--- config.mk ---
export PLATFORM = sky130hd
export DESIGN_NAME = delta_list_timeout_queue_top
export DESIGN_NICKNAME = d
export VERILOG_FILES = /design/src/sv/dlq_pkg.sv /design/src/sv/delta_list_timeout_queue_top.sv /design/src/sv/dlq_mem.sv /design/src/sv/dlq_ctrl.sv
export SDC_FILE = /design/constraint.sdc
export NUM_CORES = 2
export LEC_CHECK = 0
export BUFFER_PORTS_ARGS = -buffer_cell sky130_fd_sc_hd__buf_4
export CORE_MARGIN = 2
export CORE_UTILIZATION = 43
export DETAILED_ROUTE_END_ITERATION = 16
export PLACE_DENSITY_LB_ADDON = 0.2
export SLEW_MARGIN = 20
export SYNTH_ARGS = -nofsm -noshare
export SYNTH_HDL_FRONTEND = slang
export SYNTH_HIERARCHICAL = 1
export SYNTH_SLANG_ARGS = --single-unit
--- constraint.sdc ---
create_clock -name clk -period 11.65 [get_ports clk]
set_input_delay 2.9125 -clock clk [delete_from_list [all_inputs] [get_ports clk]]
set_output_delay 2.9125 -clock clk [all_outputs]
set_load 0.02 [all_outputs]
--- src/sv/dlq_pkg.sv ---
package dlq_pkg;

  localparam int QUEUE_DEPTH = 16;

  localparam logic [1:0] OP_SCHEDULE   = 2'd0;
  localparam logic [1:0] OP_UNSCHEDULE = 2'd1;
  localparam logic [1:0] OP_TICK       = 2'd2;

  typedef enum logic [1:0] {
    KIND_ACCEPT  = 2'd0,
    KIND_FULL    = 2'd1,
    KIND_EXPIRED = 2'd2,
    KIND_NONE    = 2'd3
  } kind_t;

  typedef enum logic [1:0] {
    ST_IDLE,
    ST_WALK,
    ST_FINISH
  } state_t;

  typedef enum logic [2:0] {
    M_SCHED,
    M_UNSCHED,
    M_TICK,
    M_FULL,
    M_NONE
  } mode_t;

  typedef struct packed {
    logic signed [31:0] delta;
    logic [15:0]        timer;
    logic [7:0]         owner;
  } entry_t;

endpackage

--- src/sv/delta_list_timeout_queue_top.sv ---
// channel | ports                                             | handshake
// in      | in_opcode in_timer_id in_owner_id in_interval     | in_valid / in_stall
// out     | out_kind out_expired_id out_expired_owner         | out_valid / out_stall
//         | out_removed_count out_last                        |
// cfg     | cfg_tick_step                                     | cfg_valid / cfg_ready
//
// Schedule, unschedule and tick items walk the pending list through the entry RAM,
// one entry per cycle unless out_stall pauses a tick walk, in the steps accept,
// read lead-in, one step per entry, walk drain and finish. Full-list, empty-tick and
// unused-opcode items skip the walk and go from accept straight to finish.
// Synchronous active-low reset empties the list and sets tick_step to 1.
// out_stall pauses a tick walk while an expired item waits in the result register,
// and holds finish until the result register is free.
module delta_list_timeout_queue_top #(
  parameter int QUEUE_DEPTH = dlq_pkg::QUEUE_DEPTH
) (
  input  logic        clk,
  input  logic        rst_n,
  input  logic        in_valid,
  output logic        in_stall,
  input  logic [1:0]  in_opcode,
  input  logic [15:0] in_timer_id,
  input  logic [7:0]  in_owner_id,
  input  logic [30:0] in_interval,
  output logic        out_valid,
  input  logic        out_stall,
  output logic [1:0]  out_kind,
  output logic [15:0] out_expired_id,
  output logic [7:0]  out_expired_owner,
  output logic [4:0]  out_removed_count,
  output logic        out_last,
  input  logic        cfg_valid,
  output logic        cfg_ready,
  input  logic [15:0] cfg_tick_step
);

  localparam int AW = (QUEUE_DEPTH > 1) ? $clog2(QUEUE_DEPTH) : 1;

  logic [15:0]     tick_step_r;
  logic            mem_we;
  logic [AW-1:0]   mem_waddr;
  dlq_pkg::entry_t mem_wdata;
  logic            mem_re;
  logic [AW-1:0]   mem_raddr;
  dlq_pkg::entry_t mem_rdata;

  assign cfg_ready = 1'b1;

  always_ff @(posedge clk) begin
    if (!rst_n) begin
      tick_step_r <= 16'd1;
    end else if (cfg_valid && cfg_ready) begin
      tick_step_r <= cfg_tick_step;
    end
  end

  dlq_mem #(
    .DEPTH (QUEUE_DEPTH)
  ) u_mem (
    .clk   (clk),
    .we    (mem_we),
    .waddr (mem_waddr),
    .wdata (mem_wdata),
    .re    (mem_re),
    .raddr (mem_raddr),
    .rdata (mem_rdata)
  );

  dlq_ctrl #(
    .DEPTH (QUEUE_DEPTH)
  ) u_ctrl (
    .clk               (clk),
    .rst_n             (rst_n),
    .in_valid          (in_valid),
    .in_stall          (in_stall),
    .in_opcode         (in_opcode),
    .in_timer_id       (in_timer_id),
    .in_owner_id       (in_owner_id),
    .in_interval       (in_interval),
    .tick_step         (tick_step_r),
    .out_valid         (out_valid),
    .out_stall         (out_stall),
    .out_kind          (out_kind),
    .out_expired_id    (out_expired_id),
    .out_expired_owner (out_expired_owner),
    .out_removed_count (out_removed_count),
    .out_last          (out_last),
    .mem_we            (mem_we),
    .mem_waddr         (mem_waddr),
    .mem_wdata         (mem_wdata),
    .mem_re            (mem_re),
    .mem_raddr         (mem_raddr),
    .mem_rdata         (mem_rdata)
  );

endmodule

--- src/sv/dlq_mem.sv ---
module dlq_mem #(
  parameter int DEPTH = dlq_pkg::QUEUE_DEPTH,
  parameter int AW    = (DEPTH > 1) ? $clog2(DEPTH) : 1
) (
  input  logic            clk,
  input  logic            we,
  input  logic [AW-1:0]   waddr,
  input  dlq_pkg::entry_t wdata,
  input  logic            re,
  input  logic [AW-1:0]   raddr,
  output dlq_pkg::entry_t rdata
);

  dlq_pkg::entry_t mem [DEPTH];

  always_ff @(posedge clk) begin
    if (we) begin
      mem[waddr] <= wdata;
    end
    if (re) begin
      rdata <= mem[raddr];
    end
  end

endmodule

--- src/sv/dlq_ctrl.sv ---
module dlq_ctrl #(
  parameter int DEPTH = dlq_pkg::QUEUE_DEPTH,
  parameter int AW    = (DEPTH > 1) ? $clog2(DEPTH) : 1,
  parameter int CW    = $clog2(DEPTH + 1)
) (
  input  logic            clk,
  input  logic            rst_n,
  input  logic            in_valid,
  output logic            in_stall,
  input  logic [1:0]      in_opcode,
  input  logic [15:0]     in_timer_id,
  input  logic [7:0]      in_owner_id,
  input  logic [30:0]     in_interval,
  input  logic [15:0]     tick_step,
  output logic            out_valid,
  input  logic            out_stall,
  output logic [1:0]      out_kind,
  output logic [15:0]     out_expired_id,
  output logic [7:0]      out_expired_owner,
  output logic [4:0]      out_removed_count,
  output logic            out_last,
  output logic            mem_we,
  output logic [AW-1:0]   mem_waddr,
  output dlq_pkg::entry_t mem_wdata,
  output logic            mem_re,
  output logic [AW-1:0]   mem_raddr,
  input  dlq_pkg::entry_t mem_rdata
);

  dlq_pkg::state_t state_r, state_nxt;
  dlq_pkg::mode_t  mode_r, mode_nxt;
  logic [15:0]        id_r, id_nxt;
  logic [7:0]         own_r, own_nxt;
  logic signed [31:0] rel_r, rel_nxt;
  logic signed [31:0] pend_r, pend_nxt;
  logic [CW-1:0]      cnt_r, cnt_nxt;
  logic [CW-1:0]      ri_r, ri_nxt;
  logic [CW-1:0]      wi_r, wi_nxt;
  logic [CW-1:0]      rem_r, rem_nxt;
  logic [AW-1:0]      idx_r, idx_nxt;
  logic               ins_r, ins_nxt;
  logic               exp_r, exp_nxt;
  logic               dv_r, dv_nxt;
  logic               hold_v_r, hold_v_nxt;
  logic [15:0]        hold_id_r, hold_id_nxt;
  logic [7:0]         hold_own_r, hold_own_nxt;
  dlq_pkg::entry_t    carry_r, carry_nxt;

  logic               out_valid_r, out_valid_nxt;
  dlq_pkg::kind_t     kind_r, kind_nxt;
  logic [15:0]        oid_r, oid_nxt;
  logic [7:0]         oown_r, oown_nxt;
  logic [4:0]         orem_r, orem_nxt;
  logic               olast_r, olast_nxt;

  logic in_accept;
  logic out_free;
  logic need_out;
  logic adv;
  logic walk_done;

  assign in_stall  = (state_r != dlq_pkg::ST_IDLE);
  assign in_accept = in_valid && !in_stall;
  assign out_free  = !out_valid_r || !out_stall;
  assign need_out  = (mode_r == dlq_pkg::M_TICK) && hold_v_r && exp_r;
  assign adv       = !dv_r || !need_out || out_free;
  assign walk_done = !dv_r && (ri_r == cnt_r);

  assign out_valid         = out_valid_r;
  assign out_kind          = kind_r;
  assign out_expired_id    = oid_r;
  assign out_expired_owner = oown_r;
  assign out_removed_count = orem_r;
  assign out_last          = olast_r;

  always_comb begin
    state_nxt = state_r;
    unique case (state_r)
      dlq_pkg::ST_IDLE: begin
        if (in_accept) begin
          if (mode_nxt == dlq_pkg::M_FULL || mode_nxt == dlq_pkg::M_NONE) begin
            state_nxt = dlq_pkg::ST_FINISH;
          end else begin
            state_nxt = dlq_pkg::ST_WALK;
          end
        end
      end
      dlq_pkg::ST_WALK: begin
        if (walk_done) begin
          state_nxt = dlq_pkg::ST_FINISH;
        end
      end
      dlq_pkg::ST_FINISH: begin
        if (out_free) begin
          state_nxt = dlq_pkg::ST_IDLE;
        end
      end
      default: state_nxt = dlq_pkg::ST_IDLE;
    endcase
  end

  always_comb begin
    logic signed [31:0] d;
    logic signed [31:0] dt;
    mode_nxt      = mode_r;
    id_nxt        = id_r;
    own_nxt       = own_r;
    rel_nxt       = rel_r;
    pend_nxt      = pend_r;
    cnt_nxt       = cnt_r;
    ri_nxt        = ri_r;
    wi_nxt        = wi_r;
    rem_nxt       = rem_r;
    idx_nxt       = idx_r;
    ins_nxt       = ins_r;
    exp_nxt       = exp_r;
    dv_nxt        = dv_r;
    hold_v_nxt    = hold_v_r;
    hold_id_nxt   = hold_id_r;
    hold_own_nxt  = hold_own_r;
    carry_nxt     = carry_r;
    out_valid_nxt = out_valid_r && out_stall;
    kind_nxt      = kind_r;
    oid_nxt       = oid_r;
    oown_nxt      = oown_r;
    orem_nxt      = orem_r;
    olast_nxt     = olast_r;
    mem_we        = 1'b0;
    mem_waddr     = '0;
    mem_wdata     = '0;
    mem_re        = 1'b0;
    mem_raddr     = '0;
    d             = mem_rdata.delta;
    dt            = (idx_r == '0) ? (d - $signed({16'b0, tick_step})) : d;

    unique case (state_r)
      dlq_pkg::ST_IDLE: begin
        if (in_valid) begin
          priority if (in_opcode == dlq_pkg::OP_SCHEDULE) begin
            mode_nxt = (cnt_r == CW'(DEPTH)) ? dlq_pkg::M_FULL : dlq_pkg::M_SCHED;
          end else if (in_opcode == dlq_pkg::OP_UNSCHEDULE) begin
            mode_nxt = dlq_pkg::M_UNSCHED;
          end else if (in_opcode == dlq_pkg::OP_TICK && cnt_r != '0) begin
            mode_nxt = dlq_pkg::M_TICK;
          end else begin
            mode_nxt = dlq_pkg::M_NONE;
          end
          id_nxt     = in_timer_id;
          own_nxt    = in_owner_id;
          rel_nxt    = $signed({1'b0, in_interval});
          pend_nxt   = '0;
          ri_nxt     = '0;
          wi_nxt     = '0;
          rem_nxt    = '0;
          ins_nxt    = 1'b0;
          exp_nxt    = 1'b1;
          dv_nxt     = 1'b0;
          hold_v_nxt = 1'b0;
        end
      end

      dlq_pkg::ST_WALK: begin
        if (dv_r && adv) begin
          unique case (mode_r)
            dlq_pkg::M_SCHED: begin
              if (ins_r) begin
                mem_we    = 1'b1;
                mem_waddr = idx_r;
                mem_wdata = carry_r;
                carry_nxt = mem_rdata;
              end else if (rel_r < d) begin
                mem_we          = 1'b1;
                mem_waddr       = idx_r;
                mem_wdata       = '{delta: rel_r, timer: id_r, owner: own_r};
                carry_nxt       = mem_rdata;
                carry_nxt.delta = d - rel_r;
                ins_nxt         = 1'b1;
              end else begin
                rel_nxt = rel_r - d;
              end
            end
            dlq_pkg::M_UNSCHED: begin
              if (mem_rdata.timer == id_r && mem_rdata.owner == own_r) begin
                pend_nxt = pend_r + d;
                rem_nxt  = rem_r + 1'b1;
              end else begin
                mem_we          = 1'b1;
                mem_waddr       = wi_r[AW-1:0];
                mem_wdata       = mem_rdata;
                mem_wdata.delta = d + pend_r;
                wi_nxt          = wi_r + 1'b1;
                pend_nxt        = '0;
              end
            end
            dlq_pkg::M_TICK: begin
              if (exp_r && dt <= 0) begin
                if (hold_v_r) begin
                  out_valid_nxt = 1'b1;
                  kind_nxt      = dlq_pkg::KIND_EXPIRED;
                  oid_nxt       = hold_id_r;
                  oown_nxt      = hold_own_r;
                  orem_nxt      = '0;
                  olast_nxt     = 1'b0;
                end
                hold_v_nxt   = 1'b1;
                hold_id_nxt  = mem_rdata.timer;
                hold_own_nxt = mem_rdata.owner;
              end else begin
                exp_nxt         = 1'b0;
                mem_we          = 1'b1;
                mem_waddr       = wi_r[AW-1:0];
                mem_wdata       = mem_rdata;
                mem_wdata.delta = dt;
                wi_nxt          = wi_r + 1'b1;
              end
            end
            default: ;
          endcase
        end
        if (adv) begin
          if (ri_r < cnt_r) begin
            mem_re    = 1'b1;
            mem_raddr = ri_r[AW-1:0];
            idx_nxt   = ri_r[AW-1:0];
            ri_nxt    = ri_r + 1'b1;
            dv_nxt    = 1'b1;
          end else begin
            dv_nxt = 1'b0;
          end
        end
      end

      dlq_pkg::ST_FINISH: begin
        if (out_free) begin
          out_valid_nxt = 1'b1;
          oid_nxt       = '0;
          oown_nxt      = '0;
          orem_nxt      = '0;
          olast_nxt     = 1'b1;
          unique case (mode_r)
            dlq_pkg::M_SCHED: begin
              mem_we    = 1'b1;
              mem_waddr = cnt_r[AW-1:0];
              mem_wdata = ins_r ? carry_r
                                : dlq_pkg::entry_t'{delta: rel_r, timer: id_r, owner: own_r};
              cnt_nxt   = cnt_r + 1'b1;
              kind_nxt  = dlq_pkg::KIND_ACCEPT;
            end
            dlq_pkg::M_UNSCHED: begin
              cnt_nxt  = wi_r;
              kind_nxt = dlq_pkg::KIND_ACCEPT;
              orem_nxt = 5'(rem_r);
            end
            dlq_pkg::M_TICK: begin
              cnt_nxt = wi_r;
              if (hold_v_r) begin
                kind_nxt = dlq_pkg::KIND_EXPIRED;
                oid_nxt  = hold_id_r;
                oown_nxt = hold_own_r;
              end else begin
                kind_nxt = dlq_pkg::KIND_NONE;
              end
              hold_v_nxt = 1'b0;
            end
            dlq_pkg::M_FULL: kind_nxt = dlq_pkg::KIND_FULL;
            default:         kind_nxt = dlq_pkg::KIND_NONE;
          endcase
        end
      end

      default: ;
    endcase
  end

  always_ff @(posedge clk) begin
    if (!rst_n) begin
      state_r     <= dlq_pkg::ST_IDLE;
      mode_r      <= dlq_pkg::M_NONE;
      cnt_r       <= '0;
      ri_r        <= '0;
      wi_r        <= '0;
      rem_r       <= '0;
      ins_r       <= 1'b0;
      exp_r       <= 1'b0;
      dv_r        <= 1'b0;
      hold_v_r    <= 1'b0;
      out_valid_r <= 1'b0;
    end else begin
      state_r     <= state_nxt;
      mode_r      <= mode_nxt;
      cnt_r       <= cnt_nxt;
      ri_r        <= ri_nxt;
      wi_r        <= wi_nxt;
      rem_r       <= rem_nxt;
      ins_r       <= ins_nxt;
      exp_r       <= exp_nxt;
      dv_r        <= dv_nxt;
      hold_v_r    <= hold_v_nxt;
      out_valid_r <= out_valid_nxt;
    end
  end

  always_ff @(posedge clk) begin
    id_r       <= id_nxt;
    own_r      <= own_nxt;
    rel_r      <= rel_nxt;
    pend_r     <= pend_nxt;
    idx_r      <= idx_nxt;
    hold_id_r  <= hold_id_nxt;
    hold_own_r <= hold_own_nxt;
    carry_r    <= carry_nxt;
    kind_r     <= kind_nxt;
    oid_r      <= oid_nxt;
    oown_r     <= oown_nxt;
    orem_r     <= orem_nxt;
    olast_r    <= olast_nxt;
  end

endmodule

==> flow_summary.ini <==
[power_and_ir_drop]
power_leakage_nw = 18.12
cellPowerDensity_mw_per_mm2 = 175.5
vdd_drop_max_mv = 0.1233

[critical_path]
path_common_cell = buf_4
crit_required_ns = 11.98
cp.buffers_inverters = 4
max_stage_delay_ns = 0.78
endpoint_kind = flop
crit_family = simple AND/OR/NAND/NOR gates
cp_max_fo = 40
critPathKind = in -> reg
crit_chain = buf_4 -> nand2_1 -> or3_1 -> nand3_1 -> nor3b_2 -> buf_4 -> and2_1 -> buf_4 -> nand2_1 -> o21ai_0 -> nand2_1 -> nor2_4 -> buf_4
critPathLaunchType = input port
cp.arrival_ns = 7.76
slowest_stage = o21ai_0

[timing]
setup_viol = 0
slew_violations = 0
timing.setup.tns_ns = 0
rsz0062_at_grt = false
fin_crit_sh = 0.6373
period_needed_ns = 7.424
hold_viol_final = 0
skew_ns = 0.04924
tightest_slew_ns = 1.065
max_freq_mhz = 134.7
relSlewSlack = 0.2899

[drt]
viasPerCell = 5.871
wl_met2_um = 64460
first_pass_iters = 5
m1WireLength_um = 63330
antenna_left = 0
dr.max_layer_used = met4
remaining_drc_errors = 0
routedWlPerCell_um = 25.46
first_iter_violations = 3385
wl_met3_um = 9034
num_vias = 32144
drt_wl_total_um = 139400

[clock_network]
htreeDepth = 3
numCtsBuffers = 120
cts_tree = yes
cts_resized = 0
root_buffer = clkbuf_16
clk_latency_ns = 0.75
cts.path.max_buffers = 3
cts_hold_repair.buffers = 0
clock_sinks = 1202
post_cts_buffers = 0
clk_pin_slew_worst_paths_ns = 0.06

[place]
dp.cells = 5246
numPortBuffers = 111
dp_hpwl_um = 89190
gp_congestion = 0.9201
place_area_mm2 = 0.05732

[floorplan]
core.rowCount = 130
io-pin-count = 113
start_util = 0.4329
coreArea_mm2 = 0.1254
dieArea_mm2 = 0.1291
die_w_um = 359.3
die_h_um = 359.3

[final_layout]
final_area_mm2 = 0.06106
seqCellArea_mm2 = 0.03564
areaGrowthSynthToFinish_pct = 12.46
fin_util = 0.4869
multi_input_area_mm2 = 0.01762
drive_above_1_share = 0.1867
fillers = 10617
stdcell_count = 5475
final_nets = 3924

[grt]
antenna_found_initial = 3
grt_max_degree = 90
grt_usage = 0.2145
grt-ovfl-total = 0
grt_pass1_vias = 31932
grt_pass1_wl_um = 209500

[yosys]
seq_area_frac_synth = 0.6564
synthFlopType = edfxtp_1
synth_cell_type_count = 88
syn_inst = 3589
synth_edf_count = 1156
ys_async_sr_fraction = 0
syn_nets = 3795
syn_area_per_cell_um2 = 15.13
ys_ff_latch = 1202
ys_warn_count = 6
syn_area_mm2 = 0.05429

[run_status]
run_status = finished clean

[job]
drv_cap = 0

[hold_path]
hp-class = reg -> reg
[sequential cells by signal, indices dropped and copies added (netlist names), 2 cells and up]
name / cells
u_mem/mem: 896
u_ctrl/carry_r: 56
u_mem/rdata: 56
u_ctrl/pend_r: 32
u_ctrl/rel_r: 32
tick_step_r: 16
u_ctrl/hold_id_r: 16
u_ctrl/id_r: 16
u_ctrl/out_expired_id: 16
u_ctrl/hold_own_r: 8
u_ctrl/out_expired_owner: 8
u_ctrl/own_r: 8
u_ctrl/cnt_r: 5
u_ctrl/out_removed_count: 5
u_ctrl/rem_r: 5
u_ctrl/ri_r: 5
u_ctrl/wi_r: 5
u_ctrl/idx_r: 4
u_ctrl/mode_r: 3
u_ctrl/out_kind: 2
u_ctrl/state_r: 2
[Yosys cell counts, drive strengths merged, types with 9 or more instances]
cell | instances | share of area
or2 | 9 | 0.0010
edfxtp | 1156 | 0.64
a21o | 59 | 0.0082
o21a | 19 | 0.0026
or3 | 10 | 0.0012
dfxtp | 46 | 0.017
nand3 | 44 | 0.0041
mux2i | 53 | 0.0098
o31ai | 12 | 0.0017
and2 | 48 | 0.0055
nand2 | 227 | 0.016
ha | 124 | 0.029
buf | 51 | 0.0072
a221oi | 15 | 0.0024
a22oi | 122 | 0.017
o22ai | 30 | 0.0035
a211oi | 22 | 0.0030
a32oi | 13 | 0.0021
nand2b | 14 | 0.0016
mux4 | 224 | 0.093
xor2 | 50 | 0.0081
and3 | 33 | 0.0038
o211ai | 18 | 0.0026
nor2b | 46 | 0.0053
a31oi | 33 | 0.0038
nor4 | 16 | 0.0024
nand3b | 10 | 0.0014
xnor2 | 87 | 0.014
nor2 | 150 | 0.010
o21ai | 189 | 0.018
nor3 | 40 | 0.0040
o21bai | 21 | 0.0029
clkbuf | 143 | 0.0099
inv | 125 | 0.0086
a21oi | 188 | 0.017
mux2 | 23 | 0.0048
nand4 | 27 | 0.0031
[per-stage QoR]
step / total power, mW / hold slack [ns] / setup WS [ns]
after floorplan: 6.532 / 0.4435 / 2.379
after global placement: 7.120 / 0.4726 / 3.534
after detailed placement: 7.137 / 0.4828 / 3.623
after CTS: 10.78 / 0.4888 / 4.367
after global routing: 11.19 / 0.5151 / 3.918
final: 10.71 / 0.4941 / 4.226
[kinds of logic after synthesis]
kind of cell,share of synthesized area
AOI/OAI and AO/OA,0.09490
xor gates and xnor gates,0.02210
adders and majority gates,0.03005
buffers and inverters,0.02572
DFF,0.6564
muxes,0.1075
other,0.00006907
and+or+nand+nor,0.06333
[routing by layer]
layer	up-vias	GRT usage
met2	1103	0.3338
met3	152	0.02888
met4	0	0.05345
li1	14371	-
met1	16518	0.3196
met5	-	0
[placed cells by master, fill, tap and decap left out, types with 33 or more instances in the layout]
cell type	synthesis	final
a21oi_1	187	176
a22oi_1	122	122
o21ai_0	186	185
buf_4	7	197
clkbuf_16	0	121
and2_1	48	46
ha_1	124	123
mux4_2	224	224
a21o_1	59	59
and3_1	33	33
inv_1	125	124
nor2_1	150	133
nor2b_1	46	43
xnor2_1	87	87
dfxtp_1	46	45
nand3_1	44	43
nand2_1	226	226
edfxtp_1	1156	1156
xor2_1	50	50
mux2i_1	53	53
[power breakdown]
part / switching, mW / internal (mW)
Clock: 1.65 / 1.98
Combinational: 1.24 / 0.745
Sequential: 0.151 / 4.95
Total: 3.04 / 7.68
[worst min-delay path, cell delays in order (launching register included)]
cell and delay, ns:
dfxtp_1 0.33, nand2_1 0.06, mux2i_1 0.05
[worst paths after layout]
kind                                       from                end  slack, ns  cells after the start
worst max register to register  u_mem/rdata[24]  u_mem/mem[10][33]       4.34                     18
worst max-delay path                  out_stall  u_mem/mem[11][33]       4.23                     13
worst min register to register   u_ctrl/wi_r[4]     u_ctrl/wi_r[4]       0.49                      2
worst min-delay path             u_ctrl/wi_r[4]     u_ctrl/wi_r[4]       0.49                      2
[layout make-up]
class / instances / area share
Sequential cell: 1202 / 0.5837
Multi-Input combinational cell: 2068 / 0.2886
Clock buffer: 151 / 0.05144
Tap cell: 1650 / 0.03381
Timing Repair Buffer: 201 / 0.02566
Clock inverter: 77 / 0.009078
Inverter: 125 / 0.007685
Antenna cell: 1 / 0.00004098
Note: power is estimated with default switching activity, not from simulation.
